<file path="src/caf_pkg.sv">
// ----------------------------------------------------------------------------
// caf_pkg: shared types and constants of the complementary attitude filter
// Fixed-point widths, filter coefficients, register indexes and the CORDIC
// arctangent table.
// ----------------------------------------------------------------------------
package caf_pkg;

    // CORDIC datapath width: operands scaled by 2^14 plus gain and sign headroom.
    localparam int CW = 34;
    // Angle accumulator width, units of 2^-16 degree.
    localparam int ZW = 27;
    // Radicand width for the square root, (ay^2 + az^2) * 2^28.
    localparam int RAD_W = 60;
    // Root width and number of root digits.
    localparam int ROOT_W = RAD_W / 2;
    // Number of entries in the arctangent table.
    localparam int TABLE_LEN = 24;
    // Index width into the arctangent table.
    localparam int TIW = $clog2(TABLE_LEN);

    // Shared multiplier operand and product widths.
    localparam int MA_W = 34;
    localparam int MB_W = 20;
    localparam int MP_W = MA_W + MB_W;

    // 180 degrees in units of 2^-16 degree.
    localparam logic signed [ZW-1:0] DEG180 = 27'sd11796480;

    // Filter coefficients in Q16: 0.98, 0.02 and 0.01 s * 2^9.
    localparam logic signed [MB_W-1:0] ALPHA_Q16   = 20'sd64225;
    localparam logic signed [MB_W-1:0] BETA_Q16    = 20'sd1311;
    localparam logic signed [MB_W-1:0] DT_RATE_Q16 = 20'sd335544;

    // Configuration register indexes.
    typedef enum logic
    {
        REG_ROLL_BIAS  = 1'b0,
        REG_PITCH_BIAS = 1'b1
    } caf_reg_t;

    // Status of an iterative unit seen by the sequencer.
    typedef struct packed
    {
        logic busy;
        logic done;
    } caf_unit_stat_t;

    // atan(2^-i) in units of 2^-16 degree, rounded to nearest.
    function automatic logic signed [ZW-1:0] atan_entry(input logic [TIW-1:0] idx);
        logic signed [ZW-1:0] val;
        unique case (idx)
            5'd0:    val = 27'sd2949120;
            5'd1:    val = 27'sd1740967;
            5'd2:    val = 27'sd919879;
            5'd3:    val = 27'sd466945;
            5'd4:    val = 27'sd234379;
            5'd5:    val = 27'sd117304;
            5'd6:    val = 27'sd58666;
            5'd7:    val = 27'sd29335;
            5'd8:    val = 27'sd14668;
            5'd9:    val = 27'sd7334;
            5'd10:   val = 27'sd3667;
            5'd11:   val = 27'sd1833;
            5'd12:   val = 27'sd917;
            5'd13:   val = 27'sd458;
            5'd14:   val = 27'sd229;
            5'd15:   val = 27'sd115;
            5'd16:   val = 27'sd57;
            5'd17:   val = 27'sd29;
            5'd18:   val = 27'sd14;
            5'd19:   val = 27'sd7;
            5'd20:   val = 27'sd4;
            5'd21:   val = 27'sd2;
            5'd22:   val = 27'sd1;
            default: val = 27'sd0;
        endcase
        return val;
    endfunction

endpackage

</file>
<file path="src/caf_cordic.sv">
// ----------------------------------------------------------------------------
// caf_cordic: iterative CORDIC vectoring unit
// Computes atan2(y, x) in units of 2^-16 degree, one micro-rotation per cycle
// through a single shift-and-add stage.
// ----------------------------------------------------------------------------
module caf_cordic
    import caf_pkg::*;
#(
    parameter int CORDIC_STEPS = 16
)
(
    input  logic                 clk,
    input  logic                 rst_n,
    input  logic                 start,
    input  logic signed [CW-1:0] x_in,
    input  logic signed [CW-1:0] y_in,
    output caf_unit_stat_t       stat,
    output logic signed [ZW-1:0] z_out
);

    localparam int STEPS = (CORDIC_STEPS < TABLE_LEN) ? CORDIC_STEPS : TABLE_LEN;
    localparam logic [TIW-1:0] LAST = TIW'(STEPS - 1);

    typedef enum logic
    {
        C_IDLE,
        C_RUN
    } cstate_t;

    cstate_t               state_reg;
    logic                  done_reg;
    logic [TIW-1:0]        i_reg;
    logic signed [CW-1:0]  x_reg;
    logic signed [CW-1:0]  y_reg;
    logic signed [ZW-1:0]  z_reg;
    logic signed [CW-1:0]  xs;
    logic signed [CW-1:0]  ys;

    // Arithmetic shifts round toward minus infinity.
    assign xs = x_reg >>> i_reg;
    assign ys = y_reg >>> i_reg;

    always_ff @(posedge clk or negedge rst_n)
    begin
        if (!rst_n)
        begin
            state_reg <= C_IDLE;
            done_reg  <= 1'b0;
            i_reg     <= '0;
            x_reg     <= '0;
            y_reg     <= '0;
            z_reg     <= '0;
        end
        else
        begin
            unique case (state_reg)
                C_IDLE:
                begin
                    // On the x axis the angle is known without rotating.
                    done_reg <= start && (y_in == '0);
                    if (start)
                    begin
                        i_reg <= '0;
                        priority if (y_in == '0)
                        begin
                            z_reg <= (x_in >= 0) ? '0 : DEG180;
                        end
                        else if (x_in < 0)
                        begin
                            // Left half-plane: mirror the vector and preload +180 or -180 degrees by the sign of y.
                            x_reg     <= -x_in;
                            y_reg     <= -y_in;
                            z_reg     <= (y_in > 0) ? DEG180 : -DEG180;
                            state_reg <= C_RUN;
                        end
                        else
                        begin
                            x_reg     <= x_in;
                            y_reg     <= y_in;
                            z_reg     <= '0;
                            state_reg <= C_RUN;
                        end
                    end
                end
                C_RUN:
                begin
                    if (y_reg >= 0)
                    begin
                        x_reg <= x_reg + ys;
                        y_reg <= y_reg - xs;
                        z_reg <= z_reg + atan_entry(i_reg);
                    end
                    else
                    begin
                        x_reg <= x_reg - ys;
                        y_reg <= y_reg + xs;
                        z_reg <= z_reg - atan_entry(i_reg);
                    end
                    i_reg    <= i_reg + 1'b1;
                    done_reg <= (i_reg == LAST);
                    if (i_reg == LAST)
                    begin
                        state_reg <= C_IDLE;
                    end
                end
                default:
                begin
                    done_reg  <= 1'b0;
                    state_reg <= C_IDLE;
                end
            endcase
        end
    end

    assign stat.busy = (state_reg == C_RUN);
    assign stat.done = done_reg;
    assign z_out     = z_reg;

endmodule

</file>
<file path="src/caf_isqrt.sv">
// ----------------------------------------------------------------------------
// caf_isqrt: iterative integer square root
// Digit-by-digit restoring square root, one root bit per cycle.
// ----------------------------------------------------------------------------
module caf_isqrt
    import caf_pkg::*;
(
    input  logic                clk,
    input  logic                rst_n,
    input  logic                start,
    input  logic [RAD_W-1:0]    n_in,
    output caf_unit_stat_t      stat,
    output logic [ROOT_W-1:0]   root_out
);

    localparam int KW = $clog2(ROOT_W);
    localparam logic [KW-1:0] K_TOP = KW'(ROOT_W - 1);

    typedef enum logic
    {
        Q_IDLE,
        Q_RUN
    } qstate_t;

    qstate_t            state_reg;
    logic               done_reg;
    logic [KW-1:0]      k_reg;
    logic [RAD_W-1:0]   rem_reg;
    logic [RAD_W-1:0]   res_reg;
    logic [RAD_W-1:0]   bit_val;
    logic [RAD_W-1:0]   trial;

    // Current trial bit is 4^k.
    assign bit_val = RAD_W'(1) << {k_reg, 1'b0};
    assign trial   = res_reg + bit_val;

    always_ff @(posedge clk or negedge rst_n)
    begin
        if (!rst_n)
        begin
            state_reg <= Q_IDLE;
            done_reg  <= 1'b0;
            k_reg     <= '0;
            rem_reg   <= '0;
            res_reg   <= '0;
        end
        else
        begin
            unique case (state_reg)
                Q_IDLE:
                begin
                    done_reg <= 1'b0;
                    if (start)
                    begin
                        rem_reg   <= n_in;
                        res_reg   <= '0;
                        k_reg     <= K_TOP;
                        state_reg <= Q_RUN;
                    end
                end
                Q_RUN:
                begin
                    if (rem_reg >= trial)
                    begin
                        rem_reg <= rem_reg - trial;
                        res_reg <= (res_reg >> 1) + bit_val;
                    end
                    else
                    begin
                        res_reg <= res_reg >> 1;
                    end
                    k_reg    <= k_reg - 1'b1;
                    done_reg <= (k_reg == '0);
                    if (k_reg == '0)
                    begin
                        state_reg <= Q_IDLE;
                    end
                end
                default:
                begin
                    done_reg  <= 1'b0;
                    state_reg <= Q_IDLE;
                end
            endcase
        end
    end

    assign stat.busy = (state_reg == Q_RUN);
    assign stat.done = done_reg;
    assign root_out  = res_reg[ROOT_W-1:0];

endmodule

</file>
<file path="src/complementary_attitude_filter_top.sv">
// ----------------------------------------------------------------------------
// complementary_attitude_filter_top: roll and pitch complementary filter
//
// Each input item is one IMU sample. For a valid sample the block forms the
// accelerometer roll atan2(ay, az) and pitch atan2(-ax, sqrt(ay^2 + az^2)) by
// CORDIC, removes the configured bias from each gyro rate, and updates each
// angle as 0.98 * (angle + rate * 0.01 s) + 0.02 * accel_angle, saturating at
// the 32-bit limits. Angles are in units of 2^-16 degree and rates in units of
// 2^-7 degrees per second. Every input item gives exactly one output item with
// the current roll and pitch estimates; a sample whose valid flag is clear
// leaves the estimates untouched. The block works on one item at a time and
// holds s_tready low until it is done. For a valid sample it squares and sums
// ay and az, starts the square root alongside the roll CORDIC pass (the CORDIC
// step count, 16 by default, is capped at 24), blends roll, waits for the
// root, and then runs the pitch CORDIC pass and its blend; an invalid sample
// goes straight to the result. One CORDIC unit, one square-root unit and one
// 34 x 20 multiplier are shared under the sequencer. The result sits in an
// output register, so the next item can be taken while the previous result
// waits on m_tready. The user must write the bias registers only while the
// block is idle; the block itself does not enforce this.
// ----------------------------------------------------------------------------
module complementary_attitude_filter_top
    import caf_pkg::*;
#(
    parameter int CORDIC_STEPS = 16
)
(
    input  logic        clk,
    input  logic        rst_n,
    // Input sample stream.
    input  logic        s_tvalid,
    output logic        s_tready,
    // accel_x [15:0], accel_y [31:16], accel_z [47:32], rate_x [63:48],
    // rate_y [79:64]
    input  logic [79:0] s_tdata,
    // sample_valid [0]
    input  logic        s_tuser,
    // Output estimate stream.
    output logic        m_tvalid,
    input  logic        m_tready,
    // roll_angle_out [31:0], pitch_angle_out [63:32]
    output logic [63:0] m_tdata,
    // Configuration write port.
    input  logic        cfg_we,
    input  logic [0:0]  cfg_addr,
    input  logic [15:0] cfg_wdata
);

    typedef enum logic [3:0]
    {
        S_IDLE,
        S_SQ_AY,
        S_SQ_AZ,
        S_MAG,
        S_RUN_ROLL,
        S_WAIT_ROLL,
        S_B_INC,
        S_B_SUM,
        S_B_ALPHA,
        S_B_BETA,
        S_B_FIN,
        S_WAIT_SQRT,
        S_RUN_PITCH,
        S_WAIT_PITCH,
        S_DONE
    } state_t;

    state_t                 state_reg;
    logic                   axis_reg;       // 0 while blending roll, 1 for pitch
    logic signed [15:0]     ax_reg;
    logic signed [15:0]     ay_reg;
    logic signed [15:0]     az_reg;
    logic signed [15:0]     gx_reg;
    logic signed [15:0]     gy_reg;
    logic signed [15:0]     roll_bias_reg;
    logic signed [15:0]     pitch_bias_reg;
    logic signed [31:0]     roll_est_reg;
    logic signed [31:0]     pitch_est_reg;
    logic [31:0]            mag_reg;
    logic signed [MP_W-1:0] prod_reg;
    logic signed [MP_W-1:0] part_reg;
    logic signed [33:0]     sum_reg;
    logic signed [ZW-1:0]   acc_reg;
    logic                   m_tvalid_reg;
    logic [63:0]            m_tdata_reg;

    // Shared multiplier.
    logic signed [MA_W-1:0] mul_a;
    logic signed [MB_W-1:0] mul_b;
    logic signed [MP_W-1:0] mul_p;

    // Shared iterative units.
    logic                   cr_start;
    logic signed [CW-1:0]   cr_x;
    logic signed [CW-1:0]   cr_y;
    caf_unit_stat_t         cr_stat;
    logic signed [ZW-1:0]   cr_z;
    logic                   sq_start;
    caf_unit_stat_t         sq_stat;
    logic [ROOT_W-1:0]      sq_root;

    // Blend datapath.
    logic signed [15:0]     rate_sel;
    logic signed [15:0]     bias_sel;
    logic signed [31:0]     est_sel;
    logic signed [16:0]     r_val;
    logic signed [MP_W-1:0] inc_full;
    logic signed [21:0]     inc_val;
    logic signed [MP_W:0]   total;
    logic signed [MP_W:0]   t_full;
    logic signed [31:0]     t_sat;

    assign s_tready = (state_reg == S_IDLE);
    assign m_tvalid = m_tvalid_reg;
    assign m_tdata  = m_tdata_reg;

    // ------------------------------------------------------------------
    // Per-axis selection for the blend.
    // ------------------------------------------------------------------
    assign rate_sel = axis_reg ? gy_reg : gx_reg;
    assign bias_sel = axis_reg ? pitch_bias_reg : roll_bias_reg;
    assign est_sel  = axis_reg ? pitch_est_reg : roll_est_reg;
    assign r_val    = 17'(rate_sel) - 17'(bias_sel);

    // Rate increment, rounded to nearest: r * 5.12 in units of 2^-16 degree.
    assign inc_full = (prod_reg + MP_W'(32768)) >>> 16;
    assign inc_val  = $signed(inc_full[21:0]);

    // Final blend of 0.98 * sum and 0.02 * acc, rounded, then saturated.
    assign total  = (MP_W + 1)'(part_reg) + (MP_W + 1)'(prod_reg) + (MP_W + 1)'(32768);
    assign t_full = total >>> 16;

    always_comb
    begin
        priority if (t_full > (MP_W + 1)'(64'sd2147483647))
        begin
            t_sat = 32'sh7FFF_FFFF;
        end
        else if (t_full < -(MP_W + 1)'(64'sd2147483648))
        begin
            t_sat = 32'sh8000_0000;
        end
        else
        begin
            t_sat = t_full[31:0];
        end
    end

    // ------------------------------------------------------------------
    // Multiplier operand selection: one product per cycle, always registered.
    // ------------------------------------------------------------------
    always_comb
    begin
        unique case (state_reg)
            S_SQ_AY:
            begin
                mul_a = MA_W'(ay_reg);
                mul_b = MB_W'(ay_reg);
            end
            S_SQ_AZ:
            begin
                mul_a = MA_W'(az_reg);
                mul_b = MB_W'(az_reg);
            end
            S_B_INC:
            begin
                mul_a = MA_W'(r_val);
                mul_b = DT_RATE_Q16;
            end
            S_B_ALPHA:
            begin
                mul_a = sum_reg;
                mul_b = ALPHA_Q16;
            end
            S_B_BETA:
            begin
                mul_a = MA_W'(acc_reg);
                mul_b = BETA_Q16;
            end
            default:
            begin
                mul_a = '0;
                mul_b = '0;
            end
        endcase
    end

    assign mul_p = mul_a * mul_b;

    // ------------------------------------------------------------------
    // Shared CORDIC unit: roll first, then pitch against the root.
    // ------------------------------------------------------------------
    assign cr_start = (state_reg == S_RUN_ROLL) || (state_reg == S_RUN_PITCH);
    assign cr_x     = (state_reg == S_RUN_PITCH) ? CW'(sq_root) : (CW'(az_reg) <<< 14);
    assign cr_y     = (state_reg == S_RUN_PITCH) ? -(CW'(ax_reg) <<< 14)
                                                 : (CW'(ay_reg) <<< 14);

    caf_cordic #(
        .CORDIC_STEPS (CORDIC_STEPS)
    ) u_cordic (
        .clk    (clk),
        .rst_n  (rst_n),
        .start  (cr_start),
        .x_in   (cr_x),
        .y_in   (cr_y),
        .stat   (cr_stat),
        .z_out  (cr_z)
    );

    // The square root of (ay^2 + az^2) * 2^28 runs alongside the roll pass.
    assign sq_start = (state_reg == S_RUN_ROLL);

    caf_isqrt u_isqrt (
        .clk      (clk),
        .rst_n    (rst_n),
        .start    (sq_start),
        .n_in     ({mag_reg, 28'd0}),
        .stat     (sq_stat),
        .root_out (sq_root)
    );

    // ------------------------------------------------------------------
    // Configuration registers.
    // ------------------------------------------------------------------
    always_ff @(posedge clk or negedge rst_n)
    begin
        if (!rst_n)
        begin
            roll_bias_reg  <= '0;
            pitch_bias_reg <= '0;
        end
        else if (cfg_we)
        begin
            unique case (cfg_addr)
                REG_ROLL_BIAS:  roll_bias_reg  <= cfg_wdata;
                REG_PITCH_BIAS: pitch_bias_reg <= cfg_wdata;
                default:        roll_bias_reg  <= roll_bias_reg;
            endcase
        end
    end

    // ------------------------------------------------------------------
    // Sequencer with its datapath and output registers.
    // ------------------------------------------------------------------
    always_ff @(posedge clk or negedge rst_n)
    begin
        if (!rst_n)
        begin
            state_reg     <= S_IDLE;
            axis_reg      <= 1'b0;
            ax_reg        <= '0;
            ay_reg        <= '0;
            az_reg        <= '0;
            gx_reg        <= '0;
            gy_reg        <= '0;
            roll_est_reg  <= '0;
            pitch_est_reg <= '0;
            mag_reg       <= '0;
            prod_reg      <= '0;
            part_reg      <= '0;
            sum_reg       <= '0;
            acc_reg       <= '0;
            m_tvalid_reg  <= 1'b0;
            m_tdata_reg   <= '0;
        end
        else
        begin
            // A waiting result leaves once the sink takes it, unless a new
            // result replaces it on the same edge.
            if (m_tvalid_reg && m_tready && (state_reg != S_DONE))
            begin
                m_tvalid_reg <= 1'b0;
            end

            unique case (state_reg)
                S_IDLE:
                begin
                    if (s_tvalid)
                    begin
                        ax_reg    <= s_tdata[15:0];
                        ay_reg    <= s_tdata[31:16];
                        az_reg    <= s_tdata[47:32];
                        gx_reg    <= s_tdata[63:48];
                        gy_reg    <= s_tdata[79:64];
                        axis_reg  <= 1'b0;
                        state_reg <= s_tuser ? S_SQ_AY : S_DONE;
                    end
                end
                S_SQ_AY:
                begin
                    prod_reg  <= mul_p;
                    state_reg <= S_SQ_AZ;
                end
                S_SQ_AZ:
                begin
                    prod_reg  <= mul_p;
                    mag_reg   <= prod_reg[31:0];
                    state_reg <= S_MAG;
                end
                S_MAG:
                begin
                    mag_reg   <= mag_reg + prod_reg[31:0];
                    state_reg <= S_RUN_ROLL;
                end
                S_RUN_ROLL:
                begin
                    state_reg <= S_WAIT_ROLL;
                end
                S_WAIT_ROLL:
                begin
                    if (cr_stat.done)
                    begin
                        acc_reg   <= cr_z;
                        axis_reg  <= 1'b0;
                        state_reg <= S_B_INC;
                    end
                end
                S_B_INC:
                begin
                    prod_reg  <= mul_p;
                    state_reg <= S_B_SUM;
                end
                S_B_SUM:
                begin
                    sum_reg   <= 34'(est_sel) + 34'(inc_val);
                    state_reg <= S_B_ALPHA;
                end
                S_B_ALPHA:
                begin
                    prod_reg  <= mul_p;
                    state_reg <= S_B_BETA;
                end
                S_B_BETA:
                begin
                    part_reg  <= prod_reg;
                    prod_reg  <= mul_p;
                    state_reg <= S_B_FIN;
                end
                S_B_FIN:
                begin
                    if (axis_reg)
                    begin
                        pitch_est_reg <= t_sat;
                        state_reg     <= S_DONE;
                    end
                    else
                    begin
                        roll_est_reg <= t_sat;
                        state_reg    <= S_WAIT_SQRT;
                    end
                end
                S_WAIT_SQRT:
                begin
                    if (!sq_stat.busy)
                    begin
                        state_reg <= S_RUN_PITCH;
                    end
                end
                S_RUN_PITCH:
                begin
                    state_reg <= S_WAIT_PITCH;
                end
                S_WAIT_PITCH:
                begin
                    if (cr_stat.done)
                    begin
                        acc_reg   <= cr_z;
                        axis_reg  <= 1'b1;
                        state_reg <= S_B_INC;
                    end
                end
                S_DONE:
                begin
                    // Hand the estimates to the output register once it is free.
                    if (!m_tvalid_reg || m_tready)
                    begin
                        m_tdata_reg  <= {pitch_est_reg, roll_est_reg};
                        m_tvalid_reg <= 1'b1;
                        state_reg    <= S_IDLE;
                    end
                end
                default:
                begin
                    state_reg <= S_IDLE;
                end
            endcase
        end
    end

`ifndef SYNTHESIS
    // The CORDIC unit only finishes while the sequencer waits for it.
    assert property (@(posedge clk) disable iff (!rst_n)
        cr_stat.done |-> (state_reg == S_WAIT_ROLL || state_reg == S_WAIT_PITCH))
        else $error("CORDIC finished outside a wait state");

    // The pitch pass never starts on a root that is still being formed.
    assert property (@(posedge clk) disable iff (!rst_n)
        (state_reg == S_RUN_PITCH) |-> !sq_stat.busy)
        else $error("pitch CORDIC started while the square root was busy");

    // A sample flagged invalid goes straight to the result.
    assert property (@(posedge clk) disable iff (!rst_n)
        (s_tvalid && s_tready && !s_tuser) |=> (state_reg == S_DONE))
        else $error("invalid sample entered the arithmetic sequence");

    // The estimates change only at the end of a blend.
    assert property (@(posedge clk) disable iff (!rst_n)
        (!$stable(roll_est_reg) || !$stable(pitch_est_reg)) |-> ($past(state_reg) == S_B_FIN))
        else $error("estimate changed outside the blend step");
`endif

endmodule
</file>
<file path="config.mk">
export PLATFORM = sky130hd
export DESIGN_NAME = complementary_attitude_filter_top
export DESIGN_NICKNAME = d
export VERILOG_FILES = /design/src/caf_pkg.sv /design/src/caf_cordic.sv /design/src/caf_isqrt.sv /design/src/complementary_attitude_filter_top.sv
export SDC_FILE = /design/constraint.sdc
export NUM_CORES = 2
export LEC_CHECK = 0
export ABC_AREA = 1
export BUFFER_PORTS_ARGS = -buffer_cell sky130_fd_sc_hd__buf_2
export CAP_MARGIN = 15
export CORE_MARGIN = 1.5
export CORE_UTILIZATION = 46
export CTS_CLUSTER_DIAMETER = 60
export DETAILED_ROUTE_END_ITERATION = 12
export PLACE_DENSITY = 0.62
export SYNTH_ARGS = -nofsm -noshare
export SYNTH_HDL_FRONTEND = slang
export SYNTH_HIERARCHICAL = 1
export SYNTH_SLANG_ARGS = --single-unit
</file>
<file path="constraint.sdc">
create_clock -name clk -period 11.96 [get_ports clk]
set_input_delay 2.392 -clock clk [delete_from_list [all_inputs] [get_ports clk]]
set_output_delay 2.392 -clock clk [all_outputs]
set_load 0.03 [all_outputs]
</file>
# --- Word-level counts from Yosys, hierarchy flattened ---
# Memory sizes are Yosys's and may differ from the RTL's.
# Index checks and enable logic that the tools add are counted.
# Widths: inputs -> output; s select.
classes:
  multipliers: 1
  reduce_logical: 24
  magnitude_cmp: 7
  n_bitwise: 4
  shifts: 3
  n_addsub: 20
  n_mux: 63
  eq_ne: 26
op_table:
  columns: ["op", "count"]
  rows:
  - ["$mux 34", 10]
  - ["$mux 27", 9]
  - ["$mux 60", 4]
  - ["$pmux 60 s2", 2]
  - ["$pmux 34 s5", 1]
  - ["$pmux 34 s2", 2]
  - ["$pmux 20 s5", 1]
  - ["$mux 32", 3]
  - ["$add 34x34->34", 2]
  - ["$ge 34x1->1 const B", 2]
  - ["$neg 34->34", 2]
  - ["$sshr 34x5->34", 2]
  - ["$sub 34x34->34", 2]
  - ["$pmux 32 s2", 1]
  - ["$add 59x60->60", 1]
  - ["$add 60x60->60", 1]
  - ["$ge 60x60->1", 1]
  - ["$shl 1x6->60 const A", 1]
  - ["$sub 60x60->60", 1]
  - ["$pmux 4 s14", 1]
  - ["$add 54x54->55", 1]
  - ["$add 55x17->55 const B", 1]
  - ["$mul 34x20->54", 1]
  - ["$pmux 27 s2", 1]
  - ["43 further kinds", 95]
totals:
  in_bits: 103
  out_inout_bits: 66
  mem_count: 2
  register_bits: 675
  wordCells: 178
  rom_bits: 1408
mem_list:
  columns: ["name", "depth", "width", "rd", "rd_clocked_by_memory_dff", "write_ports", "line", "rtl"]
  rows:
  - ["(name not given)", 32, 22, 1, 0, 0, "caf_pkg.sv:51", "unique case (idx)"]
  - ["(name not given)", 32, 22, 1, 0, 0, "caf_pkg.sv:51", null]

# --- Longest topological paths before layout ---
logic_depth:
  ltp_word: 8
  ltp_mapped: 52
  depth_no_buf: 50

# --- Modules after synthesis ---
# Netlist, hierarchy kept.
modules_own_cells:
  columns: ["module", "cells_per_inst", "instances", "seq_area_each_um2", "area_each_um2"]
  rows:
  - ["complementary_attitude_filter_top", 6699, 1, 11160.7, 51804.7]
  - ["caf_isqrt", 3403, 1, 3178.0, 18626.6]
  - ["caf_cordic", 3052, 1, 2552.4, 17342.9]

# --- Worst setup path before layout ---
# No wires, ideal clock.
synth_path:
  path_type: "reg2reg"
  startpoint: "register axis_reg"
  endpoint: "register prod_reg[53]"
  t_required_ns: 11.842
  n_path_buf: 3
  stages_incl_launch_ff: 44
  path_slack_ns: 3.091
  synth_period_minus_slack_ns: 8.869
  setup_time_ns: 0.118
  arrival_ns: 8.751
  cell_sequence: "dfrtp_1 > clkbuf_1 > buf_1 > o21ai_0 > ha_1 > fa_1 > inv_1 > nand3_1 > nand2_1 > nand3_1 > nand3_1 > nand3_1 > nand2_1 > nand2_1 > nand2_1 > nand2_1 > o211ai_2 > nand3_4 > (+8 left out) > inv_1 > fa_1 > fa_1 > inv_1 > fa_1 > inv_1 > ha_1 > nand2_1 > nor2_1 > inv_1 > nor2_1 > nor2_1 > nor2_1 > a211oi_1 > o211ai_1 > or2_2 > nand3_1 > nand2_1"
synth_between:
  elab_chain_cells: 4
  word_cells_on_any_way: 5
  classes_between: "add/sub (1); mul (1); mux (3)"
synth_rtl:
  columns: ["element", "line", "rtl"]
  rows:
  - ["start, declared", "complementary_attitude_filter_top.sv:69", "logic axis_reg;"]
  - ["start signal, assigned", "complementary_attitude_filter_top.sv:250", "axis_reg <= 1'b0;"]
  - ["start signal, assigned", "complementary_attitude_filter_top.sv:285", "axis_reg <= 1'b0;"]
  - ["start signal, assigned", "complementary_attitude_filter_top.sv:314", "axis_reg <= 1'b0;"]
  - ["$mux 16 (on tied branches)", "complementary_attitude_filter_top.sv:120, complementary_attitude_filter_top.sv:121", null]
  - ["$sub 16x16->17 *", "complementary_attitude_filter_top.sv:123", "assign r_val = 17'(rate_sel) - 17'(bias_sel);"]
  - ["$pmux 34 s5 *", "complementary_attitude_filter_top.sv:154", "unique case (state_reg)"]
  - ["$mul 34x20->54 *", "complementary_attitude_filter_top.sv:188", "assign mul_p = mul_a * mul_b;"]
  - ["end signal, assigned", "complementary_attitude_filter_top.sv:291", "prod_reg <= mul_p;"]
  - ["end signal, assigned", "complementary_attitude_filter_top.sv:296", "prod_reg <= mul_p;"]
  - ["end signal, assigned", "complementary_attitude_filter_top.sv:320", "prod_reg <= mul_p;"]
  - ["end, declared", "complementary_attitude_filter_top.sv:80", "logic signed [MP_W-1:0] prod_reg;"]
# Mark *: on every way between the ends. The rest lies on a longest branch, timed or not.
# A chain may end at the register's enable or synchronous reset.

# --- Worst setup path in the final report ---
layout_path:
  startpoint: "register axis_reg"
  endpoint: "register prod_reg[32]"
# The elaborated chain is that of the path after synthesis.

==> results by group <==
Outcome
  – Status: complete, no violations

Routing
  – Drt total wl: 358000 um
  – DRT Pass-1 Iters: 9
  – DR DRC count: 0
  – Via count: about 90000
  – Via/cell ratio: ~5.5
  – DRT iter0 DRCs: 8447
  – Post-DRT Antenna Nets: 0
  – Routed len/inst: about 23 um

STA
  – Unrepaired setup endpoints after global routing: no
  – Setup TNS: 0 ps
  – Max Slew Vio Count: 0
  – Clk_skew: 54.5 ps
  – Max Fclk: 93.6 MHz
  – Fin. Hold Viols: 0
  – Final-report setup violation count: 0
  – Fin crit share: between 80 and 90%
  – Least-Margin Pin Slew: approximately 1400 ps
  – Fin crit period: ~11000 ps
  – Max_slew headroom: between 7 and 8%

Global route
  – Gr ovfl total: 0
  – Largest net degree at the start of global routing: ~130
  – First-pass GRT wire length: ~530000 um
  – GRT Util Overall: 36.5%
  – Vias in the first global route: around 85000
  – Initial antenna violation count: 6

Floorplan
  – Initial Utilization: ~46%
  – Die Wd: about 440 um
  – Placement Rows: 160
  – Die area: between 0.15 and 0.2 mm^2
  – I/O pin count: about 170
  – Die Height: 440 um
  – Core area: 0.190 mm^2

Worst hold path
  – Hold Crit Class: flop to flop

Clock network
  – Skew-Pair Late Insertion Delay: around 790 ps
  – Worst-path clk slew: 60 ps
  – Number of sinks on the clock net: 674
  – Post CTS Setup Buffer Count: 0
  – CTS buffer count: between 100 and 150
  – Hold-fix buffers, CTS: 0
  – TritonCTS clock tree: yes
  – Clock Root Buffer: clkbuf_16
  – Post-CTS Resized: 0
  – Clk buf depth: 3
  – H-tree levels: 3

Setup path
  – Reg2Reg Setup Slack: about 1300 ps
  – CP Max Fanout: 51
  – CP endpoint kind: flop
  – Slowest stage cell, crit path: dfrtp_4
  – CP Launch Type: flop
  – CP Class: flop to flop
  – Crit path DAT: about 11000 ps
  – Slowest cell delay on critical path: around 860 ps
  – WP data required: ~13000 ps

Logic synthesis
  – Mean Syn Cell Area: 6.67 um^2
  – Cells after Synth: 13200
  – Cell area after synthesis: between 0.08 and 0.09 mm^2
  – Synth warn: 6

Layout
  – Max FFs per register: 64
  – Layout cells sized above 1: roughly 6.2%
  – Area Overhead vs Synth: 7.93%
  – Fin nets: approximately 15000

Placed design
  – Number of buffers added on ports: 168
  – Routability Congestion: between 1 and 1.5
  – Final HPWL DP: ~300000 um

Job
  – Max-cap violations: 0
## path summary, 6_finish.rpt
| kind | cells after the start | to | start |
|---|---|---|---|
| setup / recovery | 40 | prod_reg[32] | axis_reg |
| hold / removal | 2 | roll_est_reg[0] | roll_est_reg[0] |
| setup reg to reg | 40 | prod_reg[32] | axis_reg |
| hold reg to reg | 2 | roll_est_reg[0] | roll_est_reg[0] |
| max in group asynchronous | 3 | u_isqrt/res_reg[40] | rst_n |
| min in group asynchronous | 1 | m_tdata[57] | rst_n |
## worst max-delay path: cells and delay by family (launching register included)
| kind | cells | cell delay (ps) |
|---|---|---|
| AO/OA/AOI/OAI | 7 | 1700 |
| adder cells (fa/ha/maj) | 10 | 4830 |
| buffers and inverters | 7 | 700 |
| flip-flops | 1 | 860 |
| AND/OR/NAND/NOR | 16 | 2350 |
## cells in the final DEF (no fill, tap or decap), types with 43 or more instances in the layout
cell       count
nand2_1     3783
inv_1       2175
nor2_1      1166
o21ai_0      883
nand3_1      797
dfrtp_1      667
fa_1         657
a21oi_1      625
ha_1         547
xor2_1       192
buf_2        167
nor3_1       127
buf_4        122
xnor2_1      117
clkbuf_16    103
nand4_1       98
conb_1        90
mux2_2        82
a31oi_1       77
nand2_2       66
o21bai_1      60
o211ai_1      45
or2_2         43
## layout make-up
cell class | count | area [um^2]
Inverter | 2226 | 8360
Fill cell | 19500 | 95100
Clock inverter | 70 | 933
Timing Repair Buffer | 292 | 1810
Sequential cell | 674 | 16900
Multi-Input combinational cell | 9911 | 60800
Antenna cell | 5 | 12.5
Tap cell | 2511 | 3140
Clock buffer | 121 | 2720
## metrics by stage
| stage | hold slack (ps) | cell area (um^2) | setup WS [ps] | util [%] | std cells |
|---|---|---|---|---|---|
| 5_1_grt | 501 | 94700 | 622 | 49.9 | 15800 |
| 3_5_place_dp | 466 | 91000 | 1280 | 48.0 | 15600 |
| 4_1_cts | 482 | 94700 | 1290 | 49.9 | 15800 |
| 2_1_floorplan | 442 | 88100 | 3090 | - | 13200 |
| 3_3_place_gp | 457 | 91000 | 1360 | 48.0 | 15600 |
| 6_report | 482 | 94700 | 1280 | 49.9 | 15800 |
## per-layer routing
metal	vias up	track usage [%]	wire length [um]
li1	41500	-	-
met1	42200	48.3	151000
met2	3306	57.2	159000
met3	688	6.25	26200
met4	4	19.0	21400
met5	-	0.397	119
Power is not shown: default switching activity piles up to over one toggle a cycle in this logic, so the estimate is an artifact.
